[config.mk]
export PLATFORM = sky130hd
export DESIGN_NAME = key_value_config_parser_flat
export DESIGN_NICKNAME = d
export VERILOG_FILES = /design/src/hdl/kvcp_pkg.sv /design/src/hdl/kvcp_if.sv /design/src/hdl/key_value_config_parser.sv /design/src/hdl/kvcp_in_stage.sv /design/src/hdl/kvcp_parse_core.sv /design/src/hdl/kvcp_out_stage.sv /design/src/flat_wrapper.sv
export SDC_FILE = /design/constraint.sdc
export NUM_CORES = 1
export LEC_CHECK = 0
export ABC_AREA = 1
export BUFFER_PORTS_ARGS = -buffer_cell sky130_fd_sc_hd__buf_2
export CORE_UTILIZATION = 45
export DETAILED_ROUTE_END_ITERATION = 8
export PLACE_DENSITY_LB_ADDON = 0.25
export SYNTH_ARGS = -nofsm -noshare
export SYNTH_HDL_FRONTEND = slang
export SYNTH_SLANG_ARGS = --single-unit
[constraint.sdc]
create_clock -name clk -period 7.9 [get_ports clk]
set_input_delay 1.185 -clock clk [delete_from_list [all_inputs] [get_ports clk]]
set_output_delay 1.185 -clock clk [all_outputs]
set_load 0.01 [all_outputs]
[src/hdl/kvcp_pkg.sv]
// shared types, constants and keyword helpers for the key/value config parser
// no dependencies
package kvcp_pkg;

	localparam int VALUE_BITS_DEF = 32;
	localparam int COUNT_BITS_DEF = 16;

	// fixed widths of the result fields
	localparam int OUT_VALUE_W = 32;
	localparam int OUT_COUNT_W = 16;

	localparam logic [7:0] CH_END   = 8'h00;
	localparam logic [7:0] CH_ZERO  = 8'h30;
	localparam logic [7:0] CH_NINE  = 8'h39;
	localparam logic [7:0] CH_SEMI  = 8'h3B;
	localparam logic [7:0] CH_EQUAL = 8'h3D;

	localparam logic [3:0] KEY_LEN_SHORT = 4'd4;
	localparam logic [3:0] KEY_LEN_LONG  = 4'd7;
	localparam logic [3:0] KEY_POS_MAX   = 4'hF;

	// candidate flag positions
	localparam int FLAG_BAUD    = 0;
	localparam int FLAG_RETRIES = 1;
	localparam int FLAG_ECHO    = 2;

	localparam logic [2:0] FLAGS_ALL   = 3'b111;
	localparam logic [2:0] FLAGS_SHORT = 3'b101;
	localparam logic [2:0] FLAGS_LONG  = 3'b010;
	localparam logic [2:0] FLAGS_NONE  = 3'b000;

	localparam logic [7:0] KW_BAUD [4]    = '{"b", "a", "u", "d"};
	localparam logic [7:0] KW_ECHO [4]    = '{"e", "c", "h", "o"};
	localparam logic [7:0] KW_RETRIES [8] = '{"r", "e", "t", "r", "i", "e", "s", 8'h00};

	typedef enum logic [1:0] {
		PH_KEY   = 2'd0,
		PH_VALUE = 2'd1,
		PH_SKIP  = 2'd2
	} phase_t;

	typedef struct packed {
		logic [OUT_VALUE_W-1:0] baud;
		logic [OUT_VALUE_W-1:0] retries;
		logic                   echo;
		logic [OUT_COUNT_W-1:0] count;
	} result_t;

	// which keywords still match when byte c sits at key position pos
	function automatic logic [2:0] kw_keep(input logic [3:0] pos, input logic [7:0] c);
		logic [2:0] keep;
		keep = FLAGS_NONE;
		keep[FLAG_BAUD]    = (pos < KEY_LEN_SHORT) && (KW_BAUD[pos[1:0]] == c);
		keep[FLAG_ECHO]    = (pos < KEY_LEN_SHORT) && (KW_ECHO[pos[1:0]] == c);
		keep[FLAG_RETRIES] = (pos < KEY_LEN_LONG) && (KW_RETRIES[pos[2:0]] == c);
		return keep;
	endfunction

endpackage

[src/hdl/kvcp_if.sv]
// valid/ready channel interfaces for the config byte input and the result output
// depends on kvcp_pkg
interface kvcp_in_if;
	import kvcp_pkg::*;
	logic       valid;
	logic       ready;
	logic [7:0] char_byte;

	modport source (output valid, output char_byte, input ready);
	modport sink (input valid, input char_byte, output ready);
	modport mon (input valid, input char_byte, input ready);
endinterface

interface kvcp_out_if;
	import kvcp_pkg::*;
	logic                   valid;
	logic                   ready;
	logic [OUT_VALUE_W-1:0] baud_value;
	logic [OUT_VALUE_W-1:0] retries_value;
	logic                   echo_enabled;
	logic [OUT_COUNT_W-1:0] pairs_counted;

	modport source (output valid, output baud_value, output retries_value,
		output echo_enabled, output pairs_counted, input ready);
	modport sink (input valid, input baud_value, input retries_value,
		input echo_enabled, input pairs_counted, output ready);
	modport mon (input valid, input baud_value, input retries_value,
		input echo_enabled, input pairs_counted, input ready);
endinterface

[src/hdl/key_value_config_parser.sv]
// streaming key=value config parser, one byte per cycle
// a zero byte passes through the input register, then its result is loaded into the result register
// throughput: one byte per cycle; the only stall is a zero byte meeting a full,
// unread result register
// reset clears parse state, pair count and the stored baud, retries and echo settings
module key_value_config_parser #(
	parameter int VALUE_BITS = kvcp_pkg::VALUE_BITS_DEF,
	parameter int COUNT_BITS = kvcp_pkg::COUNT_BITS_DEF
) (
	input  logic        clk,
	input  logic        arst_n,
	kvcp_in_if.sink     in_ch,
	kvcp_out_if.source  out_ch
);
	import kvcp_pkg::*;

	logic       valid_s1;
	logic [7:0] char_s1;
	logic       advance;
	logic       emit;
	logic       out_free;
	result_t    result;

	// a non-terminating byte never needs the result register
	assign advance = valid_s1 && ((char_s1 != CH_END) || out_free);

	kvcp_in_stage u_in_stage (
		.clk      (clk),
		.arst_n   (arst_n),
		.in_ch    (in_ch),
		.advance  (advance),
		.valid_s1 (valid_s1),
		.char_s1  (char_s1)
	);

	kvcp_parse_core #(
		.VALUE_BITS (VALUE_BITS),
		.COUNT_BITS (COUNT_BITS)
	) u_parse_core (
		.clk     (clk),
		.arst_n  (arst_n),
		.fire    (advance),
		.char_s1 (char_s1),
		.emit    (emit),
		.result  (result)
	);

	kvcp_out_stage u_out_stage (
		.clk    (clk),
		.arst_n (arst_n),
		.load   (advance && emit),
		.result (result),
		.free   (out_free),
		.out_ch (out_ch)
	);
endmodule

[src/hdl/kvcp_in_stage.sv]
// input register: holds one accepted byte until the parser consumes it
// depends on kvcp_pkg and kvcp_in_if
module kvcp_in_stage (
	input  logic       clk,
	input  logic       arst_n,
	kvcp_in_if.sink    in_ch,
	input  logic       advance,
	output logic       valid_s1,
	output logic [7:0] char_s1
);
	import kvcp_pkg::*;

	logic take;

	assign in_ch.ready = !valid_s1 || advance;
	assign take = in_ch.valid && in_ch.ready;

	always_ff @(posedge clk or negedge arst_n) begin
		if (!arst_n) begin
			valid_s1 <= 1'b0;
		end else if (take) begin
			valid_s1 <= 1'b1;
		end else if (advance) begin
			valid_s1 <= 1'b0;
		end
	end

	always_ff @(posedge clk) begin
		if (take) begin
			char_s1 <= in_ch.char_byte;
		end
	end
endmodule

[src/hdl/kvcp_parse_core.sv]
// parser state, keyword match, value accumulation and stored settings
// depends on kvcp_pkg
module kvcp_parse_core #(
	parameter int VALUE_BITS = kvcp_pkg::VALUE_BITS_DEF,
	parameter int COUNT_BITS = kvcp_pkg::COUNT_BITS_DEF
) (
	input  logic              clk,
	input  logic              arst_n,
	input  logic              fire,
	input  logic [7:0]        char_s1,
	output logic              emit,
	output kvcp_pkg::result_t result
);
	import kvcp_pkg::*;

	localparam int ACC_W = VALUE_BITS + 4;

	phase_t                phase_q, phase_n;
	logic [3:0]            keypos_q, keypos_n;
	logic [2:0]            flags_q, flags_n;
	logic [VALUE_BITS-1:0] acc_q, acc_n;
	logic [COUNT_BITS-1:0] count_q, count_n;
	logic [VALUE_BITS-1:0] baud_q, baud_n;
	logic [VALUE_BITS-1:0] retries_q, retries_n;
	logic                  echo_q, echo_n;

	logic                  commit;
	logic                  is_digit;
	logic [7:0]            digit;
	logic [ACC_W-1:0]      acc_ext;
	logic [ACC_W-1:0]      acc_sum;
	logic                  acc_sat;
	logic [VALUE_BITS-1:0] acc_step;
	logic [VALUE_BITS+OUT_VALUE_W-1:0] baud_ext, retries_ext;
	logic [COUNT_BITS+OUT_COUNT_W-1:0] count_ext;

	// acc * 10 + digit by shifts, saturate when it leaves VALUE_BITS
	assign is_digit = (char_s1 >= CH_ZERO) && (char_s1 <= CH_NINE);
	assign digit    = char_s1 - CH_ZERO;
	assign acc_ext  = {4'b0000, acc_q};
	assign acc_sum  = (acc_ext << 3) + (acc_ext << 1) + {{(ACC_W-8){1'b0}}, digit};
	assign acc_sat  = (acc_sum[ACC_W-1:VALUE_BITS] != 4'b0000);
	assign acc_step = acc_sat ? {VALUE_BITS{1'b1}} : acc_sum[VALUE_BITS-1:0];

	always_comb begin
		phase_n  = phase_q;
		keypos_n = keypos_q;
		flags_n  = flags_q;
		acc_n    = acc_q;
		count_n  = count_q;
		commit   = 1'b0;
		emit     = 1'b0;
		if (char_s1 == CH_END) begin
			emit     = 1'b1;
			commit   = (phase_q == PH_VALUE);
			phase_n  = PH_KEY;
			keypos_n = '0;
			flags_n  = FLAGS_ALL;
			acc_n    = '0;
			count_n  = '0;
		end else begin
			case (phase_q)
				PH_KEY: begin
					if (char_s1 == CH_SEMI) begin
						keypos_n = '0;
						flags_n  = FLAGS_ALL;
						acc_n    = '0;
					end else if (char_s1 == CH_EQUAL) begin
						if (keypos_q == KEY_LEN_SHORT) begin
							flags_n = flags_q & FLAGS_SHORT;
						end else if (keypos_q == KEY_LEN_LONG) begin
							flags_n = flags_q & FLAGS_LONG;
						end else begin
							flags_n = FLAGS_NONE;
						end
						if (count_q != {COUNT_BITS{1'b1}}) begin
							count_n = count_q + 1'b1;
						end
						acc_n   = '0;
						phase_n = PH_VALUE;
					end else begin
						flags_n = flags_q & kw_keep(keypos_q, char_s1);
						if (keypos_q != KEY_POS_MAX) begin
							keypos_n = keypos_q + 1'b1;
						end
					end
				end
				PH_VALUE: begin
					if (is_digit) begin
						acc_n = acc_step;
					end else begin
						commit = 1'b1;
						if (char_s1 == CH_SEMI) begin
							phase_n  = PH_KEY;
							keypos_n = '0;
							flags_n  = FLAGS_ALL;
							acc_n    = '0;
						end else begin
							phase_n = PH_SKIP;
						end
					end
				end
				PH_SKIP: begin
					if (char_s1 == CH_SEMI) begin
						phase_n  = PH_KEY;
						keypos_n = '0;
						flags_n  = FLAGS_ALL;
						acc_n    = '0;
					end
				end
				default: begin
					phase_n  = PH_KEY;
					keypos_n = '0;
					flags_n  = FLAGS_ALL;
					acc_n    = '0;
				end
			endcase
		end
	end

	// baud wins over retries, retries over echo
	always_comb begin
		baud_n    = baud_q;
		retries_n = retries_q;
		echo_n    = echo_q;
		if (commit) begin
			if (flags_q[FLAG_BAUD]) begin
				baud_n = acc_q;
			end else if (flags_q[FLAG_RETRIES]) begin
				retries_n = acc_q;
			end else if (flags_q[FLAG_ECHO]) begin
				echo_n = (acc_q != '0);
			end
		end
	end

	assign baud_ext    = {{OUT_VALUE_W{1'b0}}, baud_n};
	assign retries_ext = {{OUT_VALUE_W{1'b0}}, retries_n};
	assign count_ext   = {{OUT_COUNT_W{1'b0}}, count_q};

	assign result.baud    = baud_ext[OUT_VALUE_W-1:0];
	assign result.retries = retries_ext[OUT_VALUE_W-1:0];
	assign result.echo    = echo_n;
	assign result.count   = count_ext[OUT_COUNT_W-1:0];

	always_ff @(posedge clk or negedge arst_n) begin
		if (!arst_n) begin
			phase_q   <= PH_KEY;
			keypos_q  <= '0;
			flags_q   <= FLAGS_ALL;
			acc_q     <= '0;
			count_q   <= '0;
			baud_q    <= '0;
			retries_q <= '0;
			echo_q    <= 1'b0;
		end else if (fire) begin
			phase_q   <= phase_n;
			keypos_q  <= keypos_n;
			flags_q   <= flags_n;
			acc_q     <= acc_n;
			count_q   <= count_n;
			baud_q    <= baud_n;
			retries_q <= retries_n;
			echo_q    <= echo_n;
		end
	end
endmodule

[src/hdl/kvcp_out_stage.sv]
// result register feeding the output channel
// depends on kvcp_pkg and kvcp_out_if
module kvcp_out_stage (
	input  logic              clk,
	input  logic              arst_n,
	input  logic              load,
	input  kvcp_pkg::result_t result,
	output logic              free,
	kvcp_out_if.source        out_ch
);
	import kvcp_pkg::*;

	logic    valid_q;
	result_t data_q;

	assign free = !valid_q || out_ch.ready;

	always_ff @(posedge clk or negedge arst_n) begin
		if (!arst_n) begin
			valid_q <= 1'b0;
		end else if (load) begin
			valid_q <= 1'b1;
		end else if (out_ch.ready) begin
			valid_q <= 1'b0;
		end
	end

	always_ff @(posedge clk) begin
		if (load) begin
			data_q <= result;
		end
	end

	assign out_ch.valid         = valid_q;
	assign out_ch.baud_value    = data_q.baud;
	assign out_ch.retries_value = data_q.retries;
	assign out_ch.echo_enabled  = data_q.echo;
	assign out_ch.pairs_counted = data_q.count;
endmodule

[src/flat_wrapper.sv]
// flat-port wrapper written by rule: the top's interface ports become plain ports
module key_value_config_parser_flat import kvcp_pkg::*;
#(
	parameter int VALUE_BITS = kvcp_pkg::VALUE_BITS_DEF,
	parameter int COUNT_BITS = kvcp_pkg::COUNT_BITS_DEF
)
  (clk, arst_n, in_ch_valid, in_ch_char_byte, in_ch_ready, out_ch_valid, out_ch_baud_value, out_ch_retries_value, out_ch_echo_enabled, out_ch_pairs_counted, out_ch_ready);
  kvcp_in_if in_ch_i ();
  kvcp_out_if out_ch_i ();
  input  logic clk;
  input  logic arst_n;
  input wire logic [$bits(in_ch_i.valid)-1:0] in_ch_valid;
  input wire logic [$bits(in_ch_i.char_byte)-1:0] in_ch_char_byte;
  output wire logic [$bits(in_ch_i.ready)-1:0] in_ch_ready;
  output wire logic [$bits(out_ch_i.valid)-1:0] out_ch_valid;
  output wire logic [$bits(out_ch_i.baud_value)-1:0] out_ch_baud_value;
  output wire logic [$bits(out_ch_i.retries_value)-1:0] out_ch_retries_value;
  output wire logic [$bits(out_ch_i.echo_enabled)-1:0] out_ch_echo_enabled;
  output wire logic [$bits(out_ch_i.pairs_counted)-1:0] out_ch_pairs_counted;
  input wire logic [$bits(out_ch_i.ready)-1:0] out_ch_ready;
  assign in_ch_i.valid = in_ch_valid;
  assign in_ch_i.char_byte = in_ch_char_byte;
  assign in_ch_ready = in_ch_i.ready;
  assign out_ch_valid = out_ch_i.valid;
  assign out_ch_baud_value = out_ch_i.baud_value;
  assign out_ch_retries_value = out_ch_i.retries_value;
  assign out_ch_echo_enabled = out_ch_i.echo_enabled;
  assign out_ch_pairs_counted = out_ch_i.pairs_counted;
  assign out_ch_i.ready = out_ch_ready;
  key_value_config_parser #(.VALUE_BITS(VALUE_BITS), .COUNT_BITS(COUNT_BITS)) u_core (.clk(clk), .arst_n(arst_n), .in_ch(in_ch_i), .out_ch(out_ch_i));
endmodule
==> flow_summary.yaml, run 1 <==
route:
  vias_per_cell: 5.13
  drt_pre_antenna_iters: 5
  routedWlPerCell_um: 14.3
  remaining_drc_errors: 0
  drtIter0Drc: 993
  dr_total_vias: 11646
  postRouteAntennaNets: 0
  drt-total-wl_um: 32500
job:
  cap_violations: 0
global_routing:
  antenna_found_initial: 0
  grt_usage_pct: 21.3
  grt_pass1_wl_um: 53500
  grt_max_degree: 72
  grt-ovfl-total: 0
  grt_pass1_vias: 10541
die:
  dieHeight_um: 175
  pin_count: 95
  start_util_pct: 46.3
  rows: 62
  fp.coreArea_mm2: 0.0291
  die_x_um: 175
  dieArea_mm2: 0.0306
clocking:
  post_cts_buffers: 0
  cts_resized: 0
  clk_path_buf_depth: 3
  clock-sinks: 213
  cts-root-buf: "clkbuf_16"
  insertion_delay_ns: 0.52
  cts.clk_slew.worst_paths_ns: 0.06
  htree_levels: 1
  hold_buffers: 0
  cts_buffers: 23
  cts_tree: "yes"
power_and_ir_drop:
  p_comb_share_pct: 20.7
  p_int_mw: 2.12
  power_mw: 3.12
  peakVddDrop_uv: 166
  p_sw_share_pct: 31.9
  cellPowerDensity_mw_per_mm2: 207
  p_clk_share_pct: 37.6
  power.leakage_nw: 7.56
  p_sw_mw: 0.994
  p_seq_share_pct: 41.8
timing:
  tns_ns: 0
  finalHoldViolCount: 0
  max_freq_mhz: 274
  setup_viol: 0
  slew_headroom_pct: 26.0
  skew_ns: 0.0209
  setup_slack_ns: 4.25
  slew_violations: 0
  tightest_slew_ns: 1.11
  rsz0062_at_grt: "false"
  fin_crit_ns: 3.65
  post-route-period-util_pct: 46.2
hold_path:
  hold_path_class: "reg -> reg"
worst_setup_path:
  worstPathMaxFanout: 12
  path_class: "reg -> out"
  end_kind: "primary output"
  worstPathArrival_ns: 2.47
  start_kind: "register"
  critPathRequiredTime_ns: 6.71
synth:
  ys_async_sr_fraction_pct: 58.2
  syn-mean-instance-area_um2: 7.45
  synth.area.top_cells: "dfrtp_1 22%, edfxtp_1 20%, nand2_1 19%"
  ys_ff_latch: 213
  ys.flop_type: "dfrtp_1"
  syn_nets: 1897
  synth_commonest_cells: "693 x nand2_1, 234 x inv_1, 121 x dfrtp_1, 116 x nand3_1, 102 x nor2_1"
  yosys_warnings: 0
  yosysMostFrequentCell: "nand2_1"
  synthCells: 1807
  ys_types: 42
  yosys.area.top_type: "dfrtp_1"
  yosysTopAreaCellShare_pct: 22.5
  seq_area_frac_synth_pct: 42.9
  synth_edf_count: 89
  mappedNetlistArea_mm2: 0.0135
finish:
  area_growth_pct: 11.6
  nets: 1961
  final_cell_area_mm2: 0.0150
  fillCellCount: 2808
  diodes: 0
  fin_util_pct: 51.7
  drive_gt1_share_pct: 11.1
place:
  dp_hpwl_um: 23300
  place_area_mm2: 0.0142
  portBuffers: 94
  dp_worst_setup_slack_ns: 4.23
  place.gp.congestion: 0.900
outcome:
  status: "finished clean"
==> critical path, stage by stage, from the launching register on <==
cell and delay (ns):
edfxtp_1 0.40, inv_1 0.23, ha_1 0.19, nand3_1 0.09, nor2_2 0.56, nand4_1 0.25
buf_2 0.22
==> routing by layer <==
metal,vias to the layer above,global-route usage (%),routed length [um]
li1,5885,-,-
met1,5421,32.6,16000
met2,307,32.6,14300
met3,33,1.91,1790
met4,0,4.17,421
met5,-,0,0
==> flip-flops by register name, indices dropped and copies added, names as in the netlist, 8 cells and up <==
name and count:
u_core.u_parse_core.acc_q 32, u_core.u_parse_core.count_q 16, u_core.u_parse_core.retries_q 32, u_core.u_out_stage.out_ch.pairs_counted 16, u_core.u_out_stage.out_ch.baud_value 32, u_core.u_out_stage.out_ch.retries_value 32, u_core.u_parse_core.baud_q 32, u_core.u_in_stage.char_s1 8
==> layout make-up <==
| class | instances | area, um^2 | area share [%] |
|---|---|---|---|
| tap | 384 | 480 | 3.20 |
| multi-input combinational | 1286 | 6470 | 43.0 |
| inverter | 241 | 905 | 6.02 |
| clock buffer | 25 | 593 | 3.95 |
| clock inverter | 17 | 241 | 1.61 |
| timing repair buffer | 106 | 563 | 3.75 |
| sequential | 213 | 5780 | 38.4 |
==> layout by cell type, fill, tap and decap left out, drive strengths merged, types with 4 or more instances in the layout <==
master / Yosys / routed
fa: 6 / 6
bufinv: 0 / 5
inv: 241 / 242
a21oi: 67 / 67
nand4: 23 / 23
nand3: 117 / 117
buf: 38 / 106
nor4: 8 / 8
clkbuf: 29 / 25
nor3: 15 / 15
xor2: 23 / 23
edfxtp: 89 / 89
nand2: 698 / 698
clkinv: 0 / 8
nor2: 105 / 105
ha: 72 / 72
or2: 4 / 4
o21ai: 126 / 126
xnor2: 5 / 5
dfrtp: 121 / 121
==> stage by stage <==
step,instances,hold WS [ns]
floorplan,1807,0.442
global placement,2230,0.454
detailed placement,2230,0.465
CTS,2272,0.483
global route,2272,0.501
finish,2272,0.479
==> power by group through the flow <==
stage          logic, mW  registers [mW]  clock network, mW
2_1_floorplan      0.515            1.29                  0
3_3_place_gp       0.631            1.32                  0
3_5_place_dp       0.640            1.32                  0
4_1_cts            0.645            1.30               1.19
5_1_grt            0.730            1.31               1.23
6_report           0.644            1.30               1.17
==> final timing paths <==
| check | from | end | slack, ns | depth (start not counted) |
|---|---|---|---|---|
| worst max register to register | u_core.u_in_stage.char_s1[5]$_DFFE_PP_ | u_core.u_parse_core.acc_q[22]$_DFFE_PN0P_ | 4.33 | 21 |
| max in group asynchronous | arst_n | u_core.u_parse_core.acc_q[29]$_DFFE_PN0P_ | 5.75 | 2 |
| worst min register to register | u_core.u_parse_core.retries_q[10]$_DFFE_PN0P_ | u_core.u_parse_core.retries_q[10]$_DFFE_PN0P_ | 0.48 | 2 |
| min in group asynchronous | arst_n | u_core.u_parse_core.count_q[9]$_DFFE_PN0P_ | 0.74 | 1 |
| worst max-delay path | u_core.u_in_stage.char_s1[4]$_DFFE_PP_ | in_ch_ready | 4.25 | 6 |
| worst min-delay path | u_core.u_parse_core.retries_q[10]$_DFFE_PN0P_ | u_core.u_parse_core.retries_q[10]$_DFFE_PN0P_ | 0.48 | 2 |
==> cell families (layout without fill, tap and decap cells) <==
logic type               Yosys count  count (layout)  synth area share (%)
flip-flops                       213             213                  42.9
multiplexers                       3               3                 0.251
AND/OR/NAND/NOR                  972             972                  29.3
XOR/XNOR                          28              28                  1.82
AO/OA/AOI/OAI                    205             205                  8.97
buffers and inverters            308             389                  9.14
adder cells (fa/ha/maj)           78              78                  7.58
Note: power is estimated with default switching activity, not from simulation.
==> run 2: changes to the inputs <==
==> constraint.sdc (replaced) <==
create_clock -name clk -period 3 [get_ports clk]
set_input_delay 0.45 -clock clk [delete_from_list [all_inputs] [get_ports clk]]
set_output_delay 0.45 -clock clk [all_outputs]
set_load 0.01 [all_outputs]
==> flow_summary.yaml, run 2 (synthesized netlist as in run 1, its figures left out) <==
worst_setup_path:
  startpoint: "u_core.u_in_stage.char_s1[5]$_DFFE_PP_"
  end_kind: "register"
  worstPathMaxFanout: 6
  worst-path-buf-inv: 2
  path_delay_family: "simple AND/OR/NAND/NOR gates"
  worstPathArrival_ns: 3.60
  reg2reg_depth: 21
  critPathMaxStageDelay_ns: 0.48
  crit_chain: "a21oi_2 > xor2_2 > fa_1 > ha_4 > nand2_2 > nor2_1 > nand3_1 > nand2_2 > nand2_2 > nand2_2 > nand2_2 > nand3_2 > nand2_2 > nor2_4 > buf_12 > buf_12 > nand3_2 > nand2_1 > nand2_1 > nand2_1 > nand2_1"
  ff2ff_setup_slack_ns: -0.21
  cpMaxStageDelayCell: "fa_1"
  critPathRequiredTime_ns: 3.39
  path_class: "reg -> reg"
  worst-path-stages: 21
  r2r_start: "u_core.u_in_stage.char_s1[5]$_DFFE_PP_"
  start_kind: "register"
  r2r-end: "u_core.u_parse_core.acc_q[9]$_DFFE_PN0P_"
  crit_path_frequent_cell: "nand2_2"
global_routing:
  grt_pass1_vias: 11185
  grt-ovfl-total: 0
  grtUsageMet1_pct: 33.7
  grt_max_degree: 102
  antenna_found_initial: 0
  grt_use_met2_pct: 35.2
  grt_pass1_wl_um: 56300
  grt_use_met3_pct: 2.48
  grt.busiest_layer: "met2"
  grt_usage_pct: 22.7
power_and_ir_drop:
  p_sw_mw: 2.64
  p_seq_share_pct: 41.6
  p_clk_share_pct: 34.4
  peakVddDrop_uv: 342
  p_sw_share_pct: 32.2
  p_comb_share_pct: 24.0
  power_mw: 8.17
  p_int_mw: 5.54
  power.leakage_nw: 8.04
  cellPowerDensity_mw_per_mm2: 511
timing:
  rsz0062_at_grt: "true"
  tns_ns: -5.06
  skew_ns: 0.00983
  post-route-period-util_pct: 107
  tightest_slew_ns: 0.852
  fin_crit_ns: 3.21
  slew_headroom_pct: 43.1
  max_freq_mhz: 312
  setup_slack_ns: -0.210
  finalHoldViolCount: 0
  slew_violations: 0
  setup_viol: 32
hold_path:
  hold_start: "in_ch_char_byte[2]"
  whs_path_depth: 1
  hold_path_class: "in -> reg"
  whs_endpoint: "u_core.u_in_stage.char_s1[2]$_DFFE_PP_"
route:
  vias_per_cell: 5.14
  drtIter0Drc: 1121
  dr_total_vias: 12084
  drt-total-wl_um: 34800
  postRouteAntennaNets: 0
  remaining_drc_errors: 0
  routedWlPerCell_um: 14.8
  drt_pre_antenna_iters: 5
outcome:
  status: "finished, violations left"
  violations: "setup timing"
die:
  fp.coreArea_mm2: 0.0291
  start_util_pct: 46.3
  die_x_um: 175
  dieArea_mm2: 0.0306
  pin_count: 95
  rows: 62
  dieHeight_um: 175
clocking:
  clk_path_buf_depth: 3
  cts-root-buf: "clkbuf_16"
  insertion_delay_ns: 0.50
  cts_tree: "yes"
  clock-sinks: 213
  cts_buffers: 23
  htree_levels: 1
  cts.clk_slew.worst_paths_ns: 0.06
finish:
  final_common_cell: "nand2_1"
  diodes: 0
  area_growth_pct: 18.8
  nets: 2041
  drive_gt1_share_pct: 17.3
  layout_common_cells: "675 x nand2_1, 233 x inv_1, 121 x dfrtp_1"
  fin_util_pct: 55.0
place:
  dp_hpwl_um: 24900
  place.gp.congestion: 0.886
  portBuffers: 94
job:
  cap_violations: 0
## run 2: power by group through the flow
stage	Clock (mW)	Combinational (mW)	Sequential, mW
2_1_floorplan	0	1.36	3.40
3_3_place_gp	0	1.82	3.45
3_5_place_dp	0	1.85	3.45
4_1_cts	2.88	1.94	3.40
5_1_grt	3.00	2.19	3.42
6_report	2.81	1.96	3.40
## run 2: through the flow
step                      instances  hold WS [ns]  area [um^2]  setup WS, ns
final                          2351         0.129        16000        -0.210
after detailed placement       2299         0.465        14800        -0.274
after CTS                      2349         0.109        15800        -0.154
after floorplan                1807         0.154        13500       -0.0176
after global placement         2299         0.454        14800        -0.197
after global routing           2351         0.107        16000        -0.401
## run 2: per-layer routing
layer	vias to the layer above	share of wire (%)
met4	0	1.8
met1	5660	48
met3	50	5.6
li1	6040	-
met2	334	44
met5	-	0
## run 2: how the worst max path moves through the flow
stage	end	slack (ns)
3_3_place_gp	u_core.u_parse_core.acc_q[7]$_DFFE_PN0P_	-0.20
4_1_cts	u_core.u_parse_core.acc_q[9]$_DFFE_PN0P_	-0.15
3_5_place_dp	u_core.u_parse_core.acc_q[9]$_DFFE_PN0P_	-0.27
5_1_grt	u_core.u_parse_core.acc_q[9]$_DFFE_PN0P_	-0.40
2_1_floorplan	u_core.u_parse_core.acc_q[12]$_DFFE_PN0P_	-0.02
6_report	u_core.u_parse_core.acc_q[9]$_DFFE_PN0P_	-0.21
## run 2: timing repair
item                                   4_1_cts  5_1_grt
gates resized for setup                     35       32
endpoints found under the hold margin       39        0
pin swaps                                    9       43
gates cloned                                 3        2
setup endpoints to repair                   32       32
buffers inserted                             5        3
hold buffers                                 1        0
## run 2: cell type report
type | count | area [um^2]
fillers | 2736 | 13100
multi-input cells | 1286 | 6740
flip-flops and latches | 213 | 5780
repair buffers | 186 | 1330
inverters | 241 | 908
clock buffers | 25 | 583
well taps | 384 | 480
clock inverters | 16 | 169
